File: config.mk
export PLATFORM = sky130hd
export DESIGN_NAME = pli_ctrl
export DESIGN_NICKNAME = d
export VERILOG_FILES = /design/src/rtl/core/pli_pkg.sv /design/src/rtl/core/pli_ctrl.sv
export SDC_FILE = /design/constraint.sdc
export NUM_CORES = 1
export LEC_CHECK = 0
export ABC_AREA = 1
export BUFFER_PORTS_ARGS = -buffer_cell sky130_fd_sc_hd__buf_2
export CAP_MARGIN = 20
export CORE_AREA = 4 4 41 43
export DETAILED_ROUTE_END_ITERATION = 8
export DIE_AREA = 0 0 45 47
export GPL_TIMING_DRIVEN = 0
export PLACE_DENSITY = 0.55
export SYNTH_ARGS = -nofsm -noshare
export SYNTH_HDL_FRONTEND = slang
export SYNTH_SLANG_ARGS = --single-unit
File: constraint.sdc
create_clock -name clock -period 1.3 [get_ports clock]
set_input_delay 0.065 -clock clock [delete_from_list [all_inputs] [get_ports clock]]
set_output_delay 0.065 -clock clock [all_outputs]
set_load 0.02 [all_outputs]
File: src/rtl/core/pli_pkg.sv
// Shared types and constants for the piecewise linear interpolator.
package pli_pkg;

   localparam int DATA_W      = 32;
   localparam int PROD_W      = 64;
   localparam int COUNT_W     = 9;
   localparam int INDEX_W     = 8;
   localparam int CSR_ADDR_W  = 3;
   localparam int CSR_DATA_W  = 32;
   localparam int DIV_STEPS   = 32;
   localparam int DIV_CNT_W   = 6;

   localparam logic [0:0] CMD_LOAD  = 1'b0;
   localparam logic [0:0] CMD_QUERY = 1'b1;

   localparam logic [CSR_ADDR_W-1:0] ADDR_POINT_COUNT = 3'd0;

   localparam logic [DATA_W-1:0] ONE_Q16 = 32'h0001_0000;

   // Commands from the controller to the datapath.
   typedef struct packed {
      logic capture;
      logic write_point;
      logic scan_step;
      logic diff;
      logic mul;
      logic div_start;
      logic result_found;
      logic result_miss;
      logic out_load;
   } ctrl_cmd_type;

   // Status from the datapath back to the controller.
   typedef struct packed {
      logic few_points;
      logic seg_valid;
      logic seg_match;
      logic seg_last;
      logic div_done;
      logic out_busy;
   } dp_status_type;

endpackage

File: src/rtl/core/pli_ctrl.sv
// Controller state machine that sequences loads, the scan, the arithmetic and the result.
module pli_ctrl (
   input  logic                     clock,
   input  logic                     reset,
   input  logic                     req_tvalid,
   input  logic                     req_cmd,
   output logic                     req_tready,
   input  pli_pkg::dp_status_type   status,
   output pli_pkg::ctrl_cmd_type    cmd
);

   typedef enum logic [3:0] {
      ST_IDLE,
      ST_START,
      ST_SCAN,
      ST_DIFF,
      ST_MUL,
      ST_DIV_GO,
      ST_DIV_WAIT,
      ST_FIX,
      ST_MISS,
      ST_DONE
   } state_type;

   state_type state_ff;
   state_type state_in;
   logic      accept;

   assign req_tready = (state_ff == ST_IDLE);
   assign accept     = req_tvalid && req_tready;

   always_comb begin
      state_in = state_ff;
      cmd      = '0;
      case (state_ff)
         ST_IDLE: begin
            if (accept) begin
               cmd.capture = 1'b1;
               if (req_cmd == pli_pkg::CMD_LOAD) begin
                  cmd.write_point = 1'b1;
               end else begin
                  state_in = ST_START;
               end
            end
         end
         ST_START: begin
            if (status.few_points) begin
               state_in = ST_MISS;
            end else begin
               state_in = ST_SCAN;
            end
         end
         ST_SCAN: begin
            if (!status.seg_valid) begin
               cmd.scan_step = 1'b1;
            end else if (status.seg_match) begin
               state_in = ST_DIFF;
            end else if (status.seg_last) begin
               state_in = ST_MISS;
            end else begin
               cmd.scan_step = 1'b1;
            end
         end
         ST_DIFF: begin
            cmd.diff = 1'b1;
            state_in = ST_MUL;
         end
         ST_MUL: begin
            cmd.mul  = 1'b1;
            state_in = ST_DIV_GO;
         end
         ST_DIV_GO: begin
            cmd.div_start = 1'b1;
            state_in      = ST_DIV_WAIT;
         end
         ST_DIV_WAIT: begin
            if (status.div_done) begin
               state_in = ST_FIX;
            end
         end
         ST_FIX: begin
            cmd.result_found = 1'b1;
            state_in         = ST_DONE;
         end
         ST_MISS: begin
            cmd.result_miss = 1'b1;
            state_in        = ST_DONE;
         end
         ST_DONE: begin
            if (!status.out_busy) begin
               cmd.out_load = 1'b1;
               state_in     = ST_IDLE;
            end
         end
         default: begin
            state_in = ST_IDLE;
         end
      endcase
   end

   always_ff @(posedge clock) begin
      if (reset) begin
         state_ff <= ST_IDLE;
      end else begin
         state_ff <= state_in;
      end
   end

endmodule

==> out/metrics.yaml <==
post-route-util_pct: 47.40
grt_busiest_layer: "met2"
final_area_um2: 616.8
core_area_um2: 1301
synth.mux.area_fraction_pct: 0
slew_violations: 0
netlist_instances: 76
fin_crit_sh_pct: 94.13
min_from: "status[0]"
crit_chain: "inv_2 -> nand2_4 -> nor2_4 -> inv_2 -> nor3_2 -> buf_4"
drt-initial-drc-count: 11
fmax_ghz: 0.8172
min_period_ns: 1.224
max_flop_register: "state_ff"
drive_gt1_share_pct: 44.12
htree_levels: 1
synth_xor_area_share_pct: 0
max_slew_margin_pct: 83.31
avgViaCountPerCell: 4.615
synth_compound_area_share_pct: 4.321
synth_nets: 86
track_usage_pct: 11.69
final_nets: 114
cp_slowest_cell: "dfxtp_2"
dr.pass1.iters: 4
finalClockSkew_ns: 0.003453
postRouteAntennaNets: 0
met2_usage_pct: 20.06
max_stage_delay_ns: 0.34
hold_violations: 0
yosysSeqAreaShare_pct: 19.75
cts.sinks: 4
cts_tree: "built"
clkLatencyLatePin_ns: 0.23
syn_area_um2: 405.4
start_kind: "register"
crit_type: "register to output port"
met1_usage_pct: 15.45
ys_warn_count: 0
gp_congestion: 0.8199
tightest_slew_ns: 0.2495
antenna_found_initial: 0
cts.path.max_buffers: 2
vias: 540
fin_cells: 117
grt_pass1_vias: 440
dpl.hpwl_um: 949.9
cp_num_buf_inv: 3
grt_util_met3_pct: 3.448
layout_setup_ws_ns: 0.07625
die_area_um2: 2115
yosys.area_share.simple_pct: 62.96
crit_start: "state_ff[3]"
start_util_pct: 31.15
synth_top_family_by_area: "simple AND/OR/NAND/NOR gates"
timing.rr.start: "state_ff[2]"
largest_reg_flops: 4
grt_max_degree: 9
reg_top3: "state_ff x4"
whs_ns: 0.1863
min_path_type: "primary input to register"
crit_top_cell: "inv_2"
synthAdderAreaFrac_pct: 0
finalSetupViolCount: 0
dpl_worst_slack_ns: 0.1149
overflow: 0
grt_pass1_wl_um: 1856
avgRoutedWirePerCell_um: 9.940
root_buffer: "clkbuf_4"
num_antenna_cells: 0
dp.cells: 110
ys_ff_latch: 4
die-width_um: 45
yosysUniqueCellTypes: 15
ios: 20
area_growth_pct: 52.16
die_h_um: 47
io_buffers: 19
cts_buffers: 3
postSynthAreaPerCell_um2: 5.334
drc: 0
max_cap_violations: 0
outcome: "complete, no violations"
wl_um: 1163
cellLeakagePower_nw: 0.3529
critical_path_required_ns: 1.24
critPathMaxFanout: 5
cp.arrival_ns: 1.16
place_area_um2: 526.8
core.rowCount: 13
end_kind: "output port"
peakVddDrop_mv: 0.9076
clk_pin_slew_worst_paths_ns: 0.04
power_density_nw_per_um2: 2280
worst_path_dominant_cell_family: "flip-flops"
==> layer usage <==
| metal | wire length (um) | vias up |
|---|---|---|
| li1 | - | 288 |
| met1 | 543 | 236 |
| met2 | 540 | 16 |
| met3 | 79 | 0 |
| met4 | 0 | 0 |
| met5 | 0 | - |
==> worst register-to-register path: stages (launching register included) <==
cell and delay [ns]:
dfxtp_1 0.39, inv_2 0.08, nor2_1 0.17, nand3_1 0.12
nand2_2 0.09, nor2_4 0.05, nor2_1 0.11, nor2_2 0.05
==> cells in the mapped netlist <==
cell	count	area share (%)
nor2_1	18	17
inv_1	8	7.4
dfxtp_1	4	20
buf_6	1	2.8
o21ai_0	1	1.2
inv_2	3	2.8
nor3_1	2	2.5
a21oi_1	1	1.2
nor2_4	1	2.8
nand3_1	7	8.6
nor2_2	4	6.2
nand2_2	4	6.2
o21a_1	1	1.9
nand2_1	20	19
nor4_1	1	1.5
==> cells in the final DEF, fill, tap and decap left out <==
cell type / count
nand2_1: 19
nor2_1: 17
buf_2: 17
nand3_1: 7
inv_1: 6
buf_4: 5
inv_2: 3
nor2_4: 3
nand2_2: 3
nor2_2: 3
clkbuf_4: 3
inv_4: 2
nand2_4: 2
dfxtp_2: 2
dfxtp_1: 2
buf_6: 1
nor3_1: 1
nor3_2: 1
nor4_1: 1
o21ai_0: 1
o21a_1: 1
a21oi_1: 1
dlygate4sd3_1: 1
==> path summary, 6_finish.rpt <==
check / to / slack, ns / cells after the start
hold / removal: state_ff[3] / 0.19 / 3
hold reg to reg: state_ff[0] / 0.51 / 2
setup reg to reg: state_ff[1] / 0.13 / 7
setup / recovery: cmd[7] / 0.08 / 6
==> repair_timing <==
action / CTS / global route
pin swaps: 2 / 1
gates resized for setup: 3 / 10
buffers inserted: 0 / 3
endpoints found under the hold margin: 1 / 0
hold buffers: 1 / 0
endpoints found under the setup margin: 2 / 5
==> cell families after synthesis <==
group | Yosys count
AOI/OAI and AO/OA | 3
buffers and inverters | 12
DFF | 4
and+or+nand+nor | 57
==> where the power goes <==
| group | internal (mW) | leakage [nW] | switching [mW] | total [mW] |
|---|---|---|---|---|
| combinational | 0.408 | 0.306 | 0.627 | 1.04 |
| sequential | 0.171 | 0.0335 | 0.0480 | 0.219 |
| clock | 0.103 | 0.0138 | 0.0496 | 0.153 |
| total | 0.682 | 0.353 | 0.724 | 1.41 |
==> cell type report <==
cell class                      instances  area (um2)
Buffer                                  1       11.26
Clock buffer                            3       22.52
Fill cell                             158       684.4
Inverter                               11       46.29
Multi-Input combinational cell         60       302.8
Sequential cell                         4       82.58
Tap cell                               15       18.77
Timing Repair Buffer                   23       132.6
==> stage by stage <==
stage	power, mW	setup TNS [ns]
2_1_floorplan	0.8786	0
3_5_place_dp	1.070	0
4_1_cts	1.267	0
6_report	1.407	0
3_3_place_gp	1.071	0
5_1_grt	1.555	-0.02499
No activity file was read; power rests on OpenSTA's default activity.
